### src/hdl/brs_pkg.sv
// Shared types and constants for the bounded random rejection sampler.
package brs_pkg;

    // Field and register widths
    localparam int DATA_W    = 64;
    localparam int CNT_W     = 7;    // holds a bit count of 0..64
    localparam int CFG_IDX_W = 2;

    // Leading-one search is split into byte groups
    localparam int GRP_W = 8;
    localparam int NGRP  = DATA_W / GRP_W;
    localparam int MSB_W = $clog2(GRP_W);

    // Configuration register indexes
    localparam logic [CFG_IDX_W-1:0] REG_LOWER = 2'd0;
    localparam logic [CFG_IDX_W-1:0] REG_UPPER = 2'd1;

    // How a word is handled, decided at the input
    typedef enum logic [1:0]
    {
        CLS_NORMAL,
        CLS_EMPTY,
        CLS_ERR
    } word_class_t;

    typedef struct packed
    {
        word_class_t         cls;
        logic [DATA_W-1:0]   word;
    } q_entry_t;

    // Work tokens passed from the draw engine to the output stage
    typedef enum logic [2:0]
    {
        TK_NONE,
        TK_DRAW,
        TK_END,
        TK_ERR,
        TK_EMPTY
    } tok_kind_t;

    typedef struct packed
    {
        tok_kind_t           kind;
        logic [DATA_W-1:0]   cand;
    } token_t;

    // Settings derived from the bound registers
    typedef struct packed
    {
        logic [DATA_W-1:0]   lower;
        logic [DATA_W-1:0]   span;
        logic [CNT_W-1:0]    k;
        logic                clear;
    } cfg_info_t;

    // Draw engine states
    typedef enum logic [2:0]
    {
        ST_IDLE = 3'b001,
        ST_DRAW = 3'b010,
        ST_END  = 3'b100
    } back_state_t;

endpackage

### src/hdl/brs_fifo.sv
// Short register queue between the input classifier and the draw engine.
module brs_fifo #(
    parameter int WIDTH = 66,
    parameter int DEPTH = 2
) (
    input  logic             clk,
    input  logic             rst_n,
    input  logic             push,
    input  logic [WIDTH-1:0] push_data,
    output logic             full,
    input  logic             pop,
    output logic [WIDTH-1:0] pop_data,
    output logic             empty
);

    localparam int PTR_W = (DEPTH > 1) ? $clog2(DEPTH) : 1;
    localparam int CNT_W = $clog2(DEPTH + 1);

    logic [WIDTH-1:0] mem_reg [DEPTH];
    logic [PTR_W-1:0] wr_ptr_reg, wr_ptr_next;
    logic [PTR_W-1:0] rd_ptr_reg, rd_ptr_next;
    logic [CNT_W-1:0] count_reg, count_next;

    assign full     = (count_reg == CNT_W'(DEPTH));
    assign empty    = (count_reg == '0);
    assign pop_data = mem_reg[rd_ptr_reg];

    // Pointer and fill count update
    always_comb
    begin
        wr_ptr_next = wr_ptr_reg;
        rd_ptr_next = rd_ptr_reg;
        count_next  = count_reg;
        if (push)
        begin
            wr_ptr_next = (wr_ptr_reg == PTR_W'(DEPTH - 1)) ? '0 : wr_ptr_reg + PTR_W'(1);
        end
        if (pop)
        begin
            rd_ptr_next = (rd_ptr_reg == PTR_W'(DEPTH - 1)) ? '0 : rd_ptr_reg + PTR_W'(1);
        end
        if (push && !pop)
        begin
            count_next = count_reg + CNT_W'(1);
        end
        else if (pop && !push)
        begin
            count_next = count_reg - CNT_W'(1);
        end
    end

    always_ff @(posedge clk or negedge rst_n)
    begin
        if (!rst_n)
        begin
            wr_ptr_reg <= '0;
            rd_ptr_reg <= '0;
            count_reg  <= '0;
        end
        else
        begin
            wr_ptr_reg <= wr_ptr_next;
            rd_ptr_reg <= rd_ptr_next;
            count_reg  <= count_next;
        end
    end

    // Storage, no reset
    always_ff @(posedge clk)
    begin
        if (push)
        begin
            mem_reg[wr_ptr_reg] <= push_data;
        end
    end

    a_count_bound: assert property (@(posedge clk) disable iff (!rst_n)
        count_reg <= CNT_W'(DEPTH))
        else $error("queue fill count above depth");

endmodule

### src/hdl/brs_front.sv
// Bound registers, derived draw width and input word classification.
module brs_front #(
    parameter int WORD_BITS = 64
) (
    input  logic                              clk,
    input  logic                              rst_n,
    input  logic                              cfg_write,
    input  logic [brs_pkg::CFG_IDX_W-1:0]     cfg_index,
    input  logic [brs_pkg::DATA_W-1:0]        cfg_data,
    input  logic                              entropy_valid,
    output logic                              entropy_stall,
    input  logic [brs_pkg::DATA_W-1:0]        entropy_word,
    input  logic                              q_full,
    output logic                              push,
    output brs_pkg::q_entry_t                 push_data,
    output brs_pkg::cfg_info_t                cfg_info
);

    import brs_pkg::*;

    localparam logic [DATA_W-1:0] WORD_MASK = ~({DATA_W{1'b1}} << WORD_BITS);

    logic [DATA_W-1:0] lower_reg, upper_reg;
    logic [DATA_W-1:0] span_reg;
    logic [DATA_W-1:0] diff;
    logic              grp_nz_reg   [NGRP];
    logic              grp_nz_next  [NGRP];
    logic [MSB_W-1:0]  grp_msb_reg  [NGRP];
    logic [MSB_W-1:0]  grp_msb_next [NGRP];
    logic [CNT_W-1:0]  k_reg, k_next;
    logic              wr_bound;
    word_class_t       cls;

    assign diff     = upper_reg - lower_reg;
    assign wr_bound = cfg_write && (cfg_index == REG_LOWER || cfg_index == REG_UPPER);

    // Leading one, first step: per-byte nonzero flag and top set bit
    always_comb
    begin
        for (int g = 0; g < NGRP; g++)
        begin
            grp_nz_next[g]  = |diff[g*GRP_W +: GRP_W];
            grp_msb_next[g] = '0;
            for (int b = 0; b < GRP_W; b++)
            begin
                if (diff[g*GRP_W + b])
                begin
                    grp_msb_next[g] = MSB_W'(b);
                end
            end
        end
    end

    // Leading one, second step: highest nonzero byte gives k
    always_comb
    begin
        k_next = '0;
        for (int g = 0; g < NGRP; g++)
        begin
            if (grp_nz_reg[g])
            begin
                k_next = CNT_W'(g * GRP_W) + CNT_W'(grp_msb_reg[g]) + CNT_W'(1);
            end
        end
    end

    always_ff @(posedge clk or negedge rst_n)
    begin
        if (!rst_n)
        begin
            lower_reg <= '0;
            upper_reg <= '0;
            span_reg  <= '0;
            k_reg     <= '0;
            for (int g = 0; g < NGRP; g++)
            begin
                grp_nz_reg[g]  <= 1'b0;
                grp_msb_reg[g] <= '0;
            end
        end
        else
        begin
            if (cfg_write && cfg_index == REG_LOWER)
            begin
                lower_reg <= cfg_data;
            end
            if (cfg_write && cfg_index == REG_UPPER)
            begin
                upper_reg <= cfg_data;
            end
            span_reg <= diff;
            k_reg    <= k_next;
            for (int g = 0; g < NGRP; g++)
            begin
                grp_nz_reg[g]  <= grp_nz_next[g];
                grp_msb_reg[g] <= grp_msb_next[g];
            end
        end
    end

    // Classify the word against the current bounds
    always_comb
    begin
        if (upper_reg < lower_reg)
        begin
            cls = CLS_ERR;
        end
        else if (upper_reg == lower_reg)
        begin
            cls = CLS_EMPTY;
        end
        else
        begin
            cls = CLS_NORMAL;
        end
    end

    assign entropy_stall  = q_full;
    assign push           = entropy_valid && !q_full;
    assign push_data.cls  = cls;
    assign push_data.word = entropy_word & WORD_MASK;

    assign cfg_info.lower = lower_reg;
    assign cfg_info.span  = span_reg;
    assign cfg_info.k     = k_reg;
    assign cfg_info.clear = wr_bound;

endmodule

### src/hdl/brs_back.sv
// Draw engine: cuts queued words into k-bit draws, one step per cycle while adv is high.
module brs_back #(
    parameter int WORD_BITS = 64
) (
    input  logic                 clk,
    input  logic                 rst_n,
    input  brs_pkg::cfg_info_t   cfg_info,
    input  logic                 q_empty,
    input  brs_pkg::q_entry_t    q_data,
    output logic                 pop,
    input  logic                 adv,
    output brs_pkg::token_t      token
);

    import brs_pkg::*;

    localparam int REM_W = $clog2(WORD_BITS + 1);

    back_state_t       state_reg, state_next;
    logic [DATA_W-1:0] word_reg, word_next;
    logic [REM_W-1:0]  rem_reg, rem_next;
    logic [DATA_W-1:0] pdraw_reg, pdraw_next;
    logic [CNT_W-1:0]  pbits_reg, pbits_next;
    token_t            tok_reg, tok_next;

    logic              stale;
    logic [CNT_W-1:0]  eff_bits;
    logic [DATA_W-1:0] eff_draw;
    logic [CNT_W-1:0]  need, avail, take;
    logic [DATA_W-1:0] chunk;
    logic [DATA_W-1:0] new_draw;
    logic [CNT_W-1:0]  new_bits;
    logic              draw_done;
    logic [REM_W-1:0]  rem_left;

    // One chunk step: take min(need, avail) bits from the word bottom
    always_comb
    begin
        stale     = (pbits_reg >= cfg_info.k);
        eff_bits  = stale ? '0 : pbits_reg;
        eff_draw  = stale ? '0 : pdraw_reg;
        need      = cfg_info.k - eff_bits;
        avail     = CNT_W'(rem_reg);
        take      = (need < avail) ? need : avail;
        chunk     = word_reg & ~({DATA_W{1'b1}} << take);
        new_draw  = eff_draw | (chunk << eff_bits);
        new_bits  = eff_bits + take;
        draw_done = (new_bits == cfg_info.k);
        rem_left  = rem_reg - REM_W'(take);
    end

    // Sequencer
    always_comb
    begin
        state_next = state_reg;
        word_next  = word_reg;
        rem_next   = rem_reg;
        pdraw_next = pdraw_reg;
        pbits_next = pbits_reg;
        tok_next   = tok_reg;
        pop        = 1'b0;
        if (adv)
        begin
            tok_next.kind = TK_NONE;
            case (state_reg)
                ST_IDLE:
                begin
                    if (!q_empty)
                    begin
                        pop = 1'b1;
                        case (q_data.cls)
                            CLS_ERR:   tok_next.kind = TK_ERR;
                            CLS_EMPTY: tok_next.kind = TK_EMPTY;
                            default:
                            begin
                                word_next  = q_data.word;
                                rem_next   = REM_W'(WORD_BITS);
                                state_next = ST_DRAW;
                            end
                        endcase
                    end
                end
                ST_DRAW:
                begin
                    word_next = word_reg >> take;
                    rem_next  = rem_left;
                    if (draw_done)
                    begin
                        tok_next.kind = TK_DRAW;
                        tok_next.cand = new_draw;
                        pdraw_next    = '0;
                        pbits_next    = '0;
                    end
                    else
                    begin
                        pdraw_next = new_draw;
                        pbits_next = new_bits;
                    end
                    if (rem_left == '0)
                    begin
                        state_next = ST_END;
                    end
                end
                ST_END:
                begin
                    tok_next.kind = TK_END;
                    state_next    = ST_IDLE;
                end
                default:
                begin
                    state_next = ST_IDLE;
                end
            endcase
        end
        // A bound write drops any half-built draw
        if (cfg_info.clear)
        begin
            pdraw_next = '0;
            pbits_next = '0;
        end
    end

    always_ff @(posedge clk or negedge rst_n)
    begin
        if (!rst_n)
        begin
            state_reg <= ST_IDLE;
            rem_reg   <= '0;
            pdraw_reg <= '0;
            pbits_reg <= '0;
            tok_reg   <= '{kind: TK_NONE, cand: '0};
        end
        else
        begin
            state_reg <= state_next;
            rem_reg   <= rem_next;
            pdraw_reg <= pdraw_next;
            pbits_reg <= pbits_next;
            tok_reg   <= tok_next;
        end
    end

    always_ff @(posedge clk)
    begin
        word_reg <= word_next;
    end

    assign token = tok_reg;

    a_draw_has_bits: assert property (@(posedge clk) disable iff (!rst_n)
        state_reg == ST_DRAW |-> rem_reg != '0)
        else $error("draw step with no bits left in word");

endmodule

### src/hdl/brs_out.sv
// Range check, offset add, last-of-word hold-back and output register.
module brs_out (
    input  logic                          clk,
    input  logic                          rst_n,
    input  brs_pkg::cfg_info_t            cfg_info,
    input  brs_pkg::token_t               token,
    output logic                          adv,
    output logic                          result_valid,
    input  logic                          result_stall,
    output logic [brs_pkg::DATA_W-1:0]    drawn_value,
    output logic                          bounds_error,
    output logic                          last_of_word
);

    import brs_pkg::*;

    logic              valid_reg;
    logic [DATA_W-1:0] value_reg;
    logic              err_reg;
    logic              last_reg;
    logic              hold_valid_reg, hold_valid_next;
    logic [DATA_W-1:0] hold_value_reg, hold_value_next;

    logic              in_span;
    logic [DATA_W-1:0] sum;
    logic              emit;
    logic [DATA_W-1:0] emit_val;
    logic              emit_err;
    logic              emit_last;

    // Pipeline moves when the output register is free or being drained
    assign adv = !valid_reg || !result_stall;

    assign in_span = (token.cand <= cfg_info.span);
    assign sum     = token.cand + cfg_info.lower;

    // The newest accepted value waits in hold until we know if it is last
    always_comb
    begin
        emit            = 1'b0;
        emit_val        = '0;
        emit_err        = 1'b0;
        emit_last       = 1'b0;
        hold_valid_next = hold_valid_reg;
        hold_value_next = hold_value_reg;
        case (token.kind)
            TK_DRAW:
            begin
                if (in_span)
                begin
                    if (hold_valid_reg)
                    begin
                        emit     = 1'b1;
                        emit_val = hold_value_reg;
                    end
                    hold_valid_next = 1'b1;
                    hold_value_next = sum;
                end
            end
            TK_END:
            begin
                if (hold_valid_reg)
                begin
                    emit            = 1'b1;
                    emit_val        = hold_value_reg;
                    emit_last       = 1'b1;
                    hold_valid_next = 1'b0;
                end
            end
            TK_ERR:
            begin
                emit      = 1'b1;
                emit_err  = 1'b1;
                emit_last = 1'b1;
            end
            TK_EMPTY:
            begin
                emit      = 1'b1;
                emit_val  = cfg_info.lower;
                emit_last = 1'b1;
            end
            default:
            begin
                emit = 1'b0;
            end
        endcase
    end

    always_ff @(posedge clk or negedge rst_n)
    begin
        if (!rst_n)
        begin
            valid_reg      <= 1'b0;
            hold_valid_reg <= 1'b0;
        end
        else if (adv)
        begin
            valid_reg      <= emit;
            hold_valid_reg <= hold_valid_next;
        end
    end

    always_ff @(posedge clk)
    begin
        if (adv)
        begin
            hold_value_reg <= hold_value_next;
            if (emit)
            begin
                value_reg <= emit_val;
                err_reg   <= emit_err;
                last_reg  <= emit_last;
            end
        end
    end

    assign result_valid = valid_reg;
    assign drawn_value  = value_reg;
    assign bounds_error = err_reg;
    assign last_of_word = last_reg;

    a_not_last_has_hold: assert property (@(posedge clk) disable iff (!rst_n)
        valid_reg && !last_reg |-> hold_valid_reg)
        else $error("non-final word shown with nothing held back");

    a_error_shape: assert property (@(posedge clk) disable iff (!rst_n)
        valid_reg && err_reg |-> last_reg && value_reg == '0 && !hold_valid_reg)
        else $error("bounds error word malformed");

endmodule

### src/hdl/bounded_random_rejection_sampler.sv
// Top level of the bounded random rejection sampler.
//
// Usage: write lower_bound (index 0) and upper_bound (index 1) on the cfg
// port while the block is idle; each write also drops any half-built draw.
// Feed 64-bit entropy words on the entropy channel (valid/stall); only the
// low WORD_BITS bits are used. Each word yields zero or more result words
// on the result channel, uniform in [lower_bound, upper_bound], with
// last_of_word set on the final one. Reversed bounds give one result per
// word with bounds_error set; equal bounds give one result of lower_bound.
// A special-case word passes the queue, the token register and the output
// register; a normal word is loaded from the queue and cut into draws, and
// each accepted draw waits in a hold register before the output register,
// since the newest value is held until the next accepted draw or the end of
// the word shows it is last. The draw engine loads a word, runs its chunk
// steps (about WORD_BITS/k steps, k = bit width of upper-lower) and then
// closes the word before it takes the next; special-case words end at load.
// A queue of QUEUE_DEPTH words keeps the input open while the engine works.
// Reset clears both bounds to 0, the partial draw, the queue and the output.
// A stalled result holds its word and freezes the draw engine; the queue
// then fills and raises entropy_stall.
module bounded_random_rejection_sampler #(
    parameter int WORD_BITS   = 64,
    parameter int QUEUE_DEPTH = 2
) (
    input  logic                              clk,
    input  logic                              rst_n,
    input  logic                              cfg_write,
    input  logic [brs_pkg::CFG_IDX_W-1:0]     cfg_index,
    input  logic [brs_pkg::DATA_W-1:0]        cfg_data,
    input  logic                              entropy_valid,
    output logic                              entropy_stall,
    input  logic [brs_pkg::DATA_W-1:0]        entropy_word,
    output logic                              result_valid,
    input  logic                              result_stall,
    output logic [brs_pkg::DATA_W-1:0]        drawn_value,
    output logic                              bounds_error,
    output logic                              last_of_word
);

    import brs_pkg::*;

    cfg_info_t cfg_info;
    q_entry_t  q_in;
    q_entry_t  q_out;
    logic      push;
    logic      pop;
    logic      q_full;
    logic      q_empty;
    logic      adv;
    token_t    token;

    brs_front #(
        .WORD_BITS (WORD_BITS)
    ) u_front (
        .clk           (clk),
        .rst_n         (rst_n),
        .cfg_write     (cfg_write),
        .cfg_index     (cfg_index),
        .cfg_data      (cfg_data),
        .entropy_valid (entropy_valid),
        .entropy_stall (entropy_stall),
        .entropy_word  (entropy_word),
        .q_full        (q_full),
        .push          (push),
        .push_data     (q_in),
        .cfg_info      (cfg_info)
    );

    brs_fifo #(
        .WIDTH (DATA_W + $bits(word_class_t)),
        .DEPTH (QUEUE_DEPTH)
    ) u_fifo (
        .clk       (clk),
        .rst_n     (rst_n),
        .push      (push),
        .push_data (q_in),
        .full      (q_full),
        .pop       (pop),
        .pop_data  (q_out),
        .empty     (q_empty)
    );

    brs_back #(
        .WORD_BITS (WORD_BITS)
    ) u_back (
        .clk      (clk),
        .rst_n    (rst_n),
        .cfg_info (cfg_info),
        .q_empty  (q_empty),
        .q_data   (q_out),
        .pop      (pop),
        .adv      (adv),
        .token    (token)
    );

    brs_out u_out (
        .clk          (clk),
        .rst_n        (rst_n),
        .cfg_info     (cfg_info),
        .token        (token),
        .adv          (adv),
        .result_valid (result_valid),
        .result_stall (result_stall),
        .drawn_value  (drawn_value),
        .bounds_error (bounds_error),
        .last_of_word (last_of_word)
    );

endmodule

### config.mk
export PLATFORM = sky130hd
export DESIGN_NAME = bounded_random_rejection_sampler
export DESIGN_NICKNAME = d
export VERILOG_FILES = /design/src/hdl/brs_pkg.sv /design/src/hdl/brs_fifo.sv /design/src/hdl/brs_front.sv /design/src/hdl/brs_back.sv /design/src/hdl/brs_out.sv /design/src/hdl/bounded_random_rejection_sampler.sv
export SDC_FILE = /design/constraint.sdc
export NUM_CORES = 2
export LEC_CHECK = 0
export ABC_CLOCK_PERIOD_IN_PS = 9900
export BUFFER_PORTS_ARGS = -buffer_cell sky130_fd_sc_hd__buf_2
export CAP_MARGIN = 20
export CORE_MARGIN = 1.5
export CORE_UTILIZATION = 49
export CTS_CLUSTER_DIAMETER = 50
export DETAILED_ROUTE_END_ITERATION = 10
export MAX_ROUTING_LAYER = met4
export PLACE_DENSITY = 0.77
export REMOVE_ABC_BUFFERS = 1
export SETUP_SLACK_MARGIN = 0.02
export SYNTH_ARGS = -nofsm -noshare
export SYNTH_HDL_FRONTEND = slang
export SYNTH_SLANG_ARGS = --single-unit
### constraint.sdc
create_clock -name clk -period 9.9 [get_ports clk]
set_input_delay 2.475 -clock clk [delete_from_list [all_inputs] [get_ports clk]]
set_output_delay 2.475 -clock clk [all_outputs]
set_load 0.03 [all_outputs]
==> results_dict.tcl <==
set metrics [dict create \
    cp_max_fo 48 \
    floorplan.die.height_um 311 \
    largest_net_degree_at_the_start_of_global_routing 115 \
    cts_root_buffer "sky130_fd_sc_hd__clkbuf_16" \
    num-fill-cells 8341 \
    yosys_register_bits 711 \
    timing.max_slew.rel_slack_pct 10.6 \
    io_buffer_count 202 \
    setup.worst_path.class "register to register" \
    cp_data_arrival_time_ns 9.44 \
    layout.nets 5431 \
    drive_gt1_share_pct 13.7 \
    synthDistinctLibCells 107 \
    largest_register_ffs 132 \
    placement_rows 112 \
    numCtsBuffers 91 \
    tns_ns 0 \
    final-setup-viol-count 0 \
    dieArea_mm2 0.0965 \
    detailedRoute.firstIterationViolations 3923 \
    rrSetupSlack_ns 1.06 \
    rsz0062_at_grt "false" \
    initial_cell_density_of_the_core_pct 49.6 \
    syn-cell-area_mm2 0.0464 \
    final_cycle_utilization_of_the_critical_path_pct 89.3 \
    worst_hold_path.endpoint "u_back.pdraw_reg[34]$_DFFE_PN0P_" \
    hpwl_mm 140 \
    syn-mean-instance-area_um2 9.46 \
    clock_sink_count 711 \
    min-delay-start "u_back.pdraw_reg[34]$_DFFE_PN0P_" \
    clk_pin_slew_worst_paths_ns 0.06 \
    synth_warnings 0 \
    worst-r2r-cell-count 33 \
    first_global_vias 40600 \
    crit_slowest_cell "sky130_fd_sc_hd__nor3_2" \
    globalRoute.totalOverflow 0 \
    max_stage_delay_ns 0.68 \
    vias_per_cell 6.43 \
    routed_wire_length_per_instance_um 28.4 \
    worst_slew_pin_slew_ns 1.34 \
    wire_length_of_the_first_global_routing_pass_mm 267 \
    worstSkewPairLatency_ns 0.71 \
    antenna_found_initial 7 \
    min_path_type "register to register" \
    final-hold-violation-count 0 \
    hold_depth 2 \
    antenna_violating_nets_post_route 0 \
    cp-start-kind "register" \
    synth_commonest_cells "509 x sky130_fd_sc_hd__nand2_1, 384 x sky130_fd_sc_hd__dfrtp_1, 344 x sky130_fd_sc_hd__a21oi_1" \
    final_max_slew_viol_count 0 \
    min_period_ns 8.84 \
    syn_inst 4902 \
    post-synth-top-area-fraction_pct 21.1 \
    cts_resized 0 \
    cts-root-to-sink-buffers 3 \
    maxClockFrequency_mhz 113 \
    reg2reg_to "u_back.pdraw_reg[63]$_DFFE_PN0P_" \
    cts_hold_buf 0 \
    synth.yosys.seq_area_share_pct 41.9 \
    drc 0 \
    wirelength_mm 181 \
    cts_h_tree_depth 3 \
    boundaryPins 203 \
    dr_total_vias 41096 \
    gp_congestion 1.05 \
    synthMostInstantiatedCell "sky130_fd_sc_hd__nand2_1" \
    worst_r2r_startpoint "u_back.pbits_reg[0]$_DFFE_PN0P_" \
    async_flop_share_pct 54.1 \
    die_w_um 311 \
    drtPass1Iterations 6 \
    endpoint_kind "register" \
    post-place-ws_ns 1.09 \
    flow.area_growth_from_synthesis_pct 12.7 \
    clock-skew-final_ns 0.0459 \
    synth_top_flop_cell "sky130_fd_sc_hd__dfrtp_1" \
    post-route-worst-setup-slack_ns 1.06 \
    run_status "finished, final reports clean" \
    post_synth_main_area_contributors "sky130_fd_sc_hd__edfxtp_1 21%, sky130_fd_sc_hd__dfrtp_1 21%, sky130_fd_sc_hd__ha_1 6.4%, sky130_fd_sc_hd__mux2i_1 6.2%, sky130_fd_sc_hd__nand2_1 4.1%" \
    groute.usage.overall_pct 38.1 \
    area_of_the_core_mm2 0.0936 \
    drv.max_cap_violation_count 0 \
    yosysTopAreaCell "sky130_fd_sc_hd__edfxtp_1" \
    cts.repair_timing.setup_buffer_count 0 \
    cp_data_required_time_ns 10.50 \
    number_of_enable_flip_flop_cells_after_synthesis 326 \
    clock_tree_from_tritoncts "yes" \
]
worst max-delay path by stage:
stage,end,cells after the start,startpoint
after global routing,u_back.pdraw_reg[63]$_DFFE_PN0P_,33,u_back.pbits_reg[0]$_DFFE_PN0P_
after CTS,u_back.pdraw_reg[63]$_DFFE_PN0P_,33,u_back.pbits_reg[0]$_DFFE_PN0P_
after global placement,u_back.pdraw_reg[63]$_DFFE_PN0P_,35,u_back.pbits_reg[0]$_DFFE_PN0P_
after detailed placement,u_back.pdraw_reg[63]$_DFFE_PN0P_,33,u_back.pbits_reg[0]$_DFFE_PN0P_
after floorplan,u_back.token[59]$_DFFE_PN0P_,31,u_back.pbits_reg[0]$_DFFE_PN0P_
final,u_back.pdraw_reg[63]$_DFFE_PN0P_,33,u_back.pbits_reg[0]$_DFFE_PN0P_
kinds of logic (layout without fill, tap and decap cells):
logic type                 after synthesis  in the layout  synth area share [%]
other                                    0              8                     0
xor gates and xnor gates               149            149                  2.85
muxes                                  406            406                  9.08
DFF                                    711            711                  41.9
and+or+nand+nor                       1281           1281                  12.5
buffers and inverters                  533            764                  4.46
AOI/OAI and AO/OA                     1582           1582                  22.7
adders and majority gates              240            240                  6.54
layer usage:
metal  GRT usage (%)  part of all wire [%]
met1            42.8                    38
met2            59.9                    46
met3            6.13                   6.2
met4            31.0                   9.8
met5               -                     0
cells in the final DEF (no fill, tap or decap), types with 116 or more instances in the layout:
| master | instances |
|---|---|
| sky130_fd_sc_hd__nand2_1 | 504 |
| sky130_fd_sc_hd__dfrtp_1 | 383 |
| sky130_fd_sc_hd__a21oi_1 | 343 |
| sky130_fd_sc_hd__nor2_1 | 337 |
| sky130_fd_sc_hd__edfxtp_1 | 326 |
| sky130_fd_sc_hd__mux2i_1 | 286 |
| sky130_fd_sc_hd__o21ai_0 | 282 |
| sky130_fd_sc_hd__ha_1 | 236 |
| sky130_fd_sc_hd__inv_1 | 224 |
| sky130_fd_sc_hd__buf_2 | 201 |
| sky130_fd_sc_hd__buf_4 | 150 |
| sky130_fd_sc_hd__a21o_1 | 127 |
| sky130_fd_sc_hd__mux2_2 | 116 |
metrics by stage:
| step | std cells | utilization, % | hold slack [ns] | cell area (µm²) |
|---|---|---|---|---|
| 6_report | 6395 | 55.9 | 0.481 | 52300 |
| 3_3_place_gp | 6217 | 52.5 | 0.453 | 49100 |
| 5_1_grt | 6394 | 55.9 | 0.500 | 52300 |
| 4_1_cts | 6387 | 55.8 | 0.478 | 52300 |
| 3_5_place_dp | 6217 | 52.5 | 0.465 | 49100 |
| 2_1_floorplan | 4607 | - | 0.440 | 45200 |
area by class of cell:
cell class	count	area, µm²	share of cell area, %
clock buffers	116	2470	4.73
well taps	1254	1570	3.00
diodes	8	20.0	0.0383
inverters	238	893	1.71
clock inverters	54	669	1.28
flip-flops and latches	711	19400	37.2
multi-input cells	3658	25000	47.8
repair buffers	356	2230	4.26
worst max-delay path, delay by kind of cell, from the launching register on:
kind,cells,cell delay (ns)
simple gates,7,2.36
compound gates,10,2.29
fa+ha+maj,5,1.60
mux,1,0.35
buf+inv,6,1.02
flops,1,0.37
xor+xnor,4,0.74
Power is not shown: default switching activity piles up to over one toggle a cycle in this logic, so the estimate is an artifact.
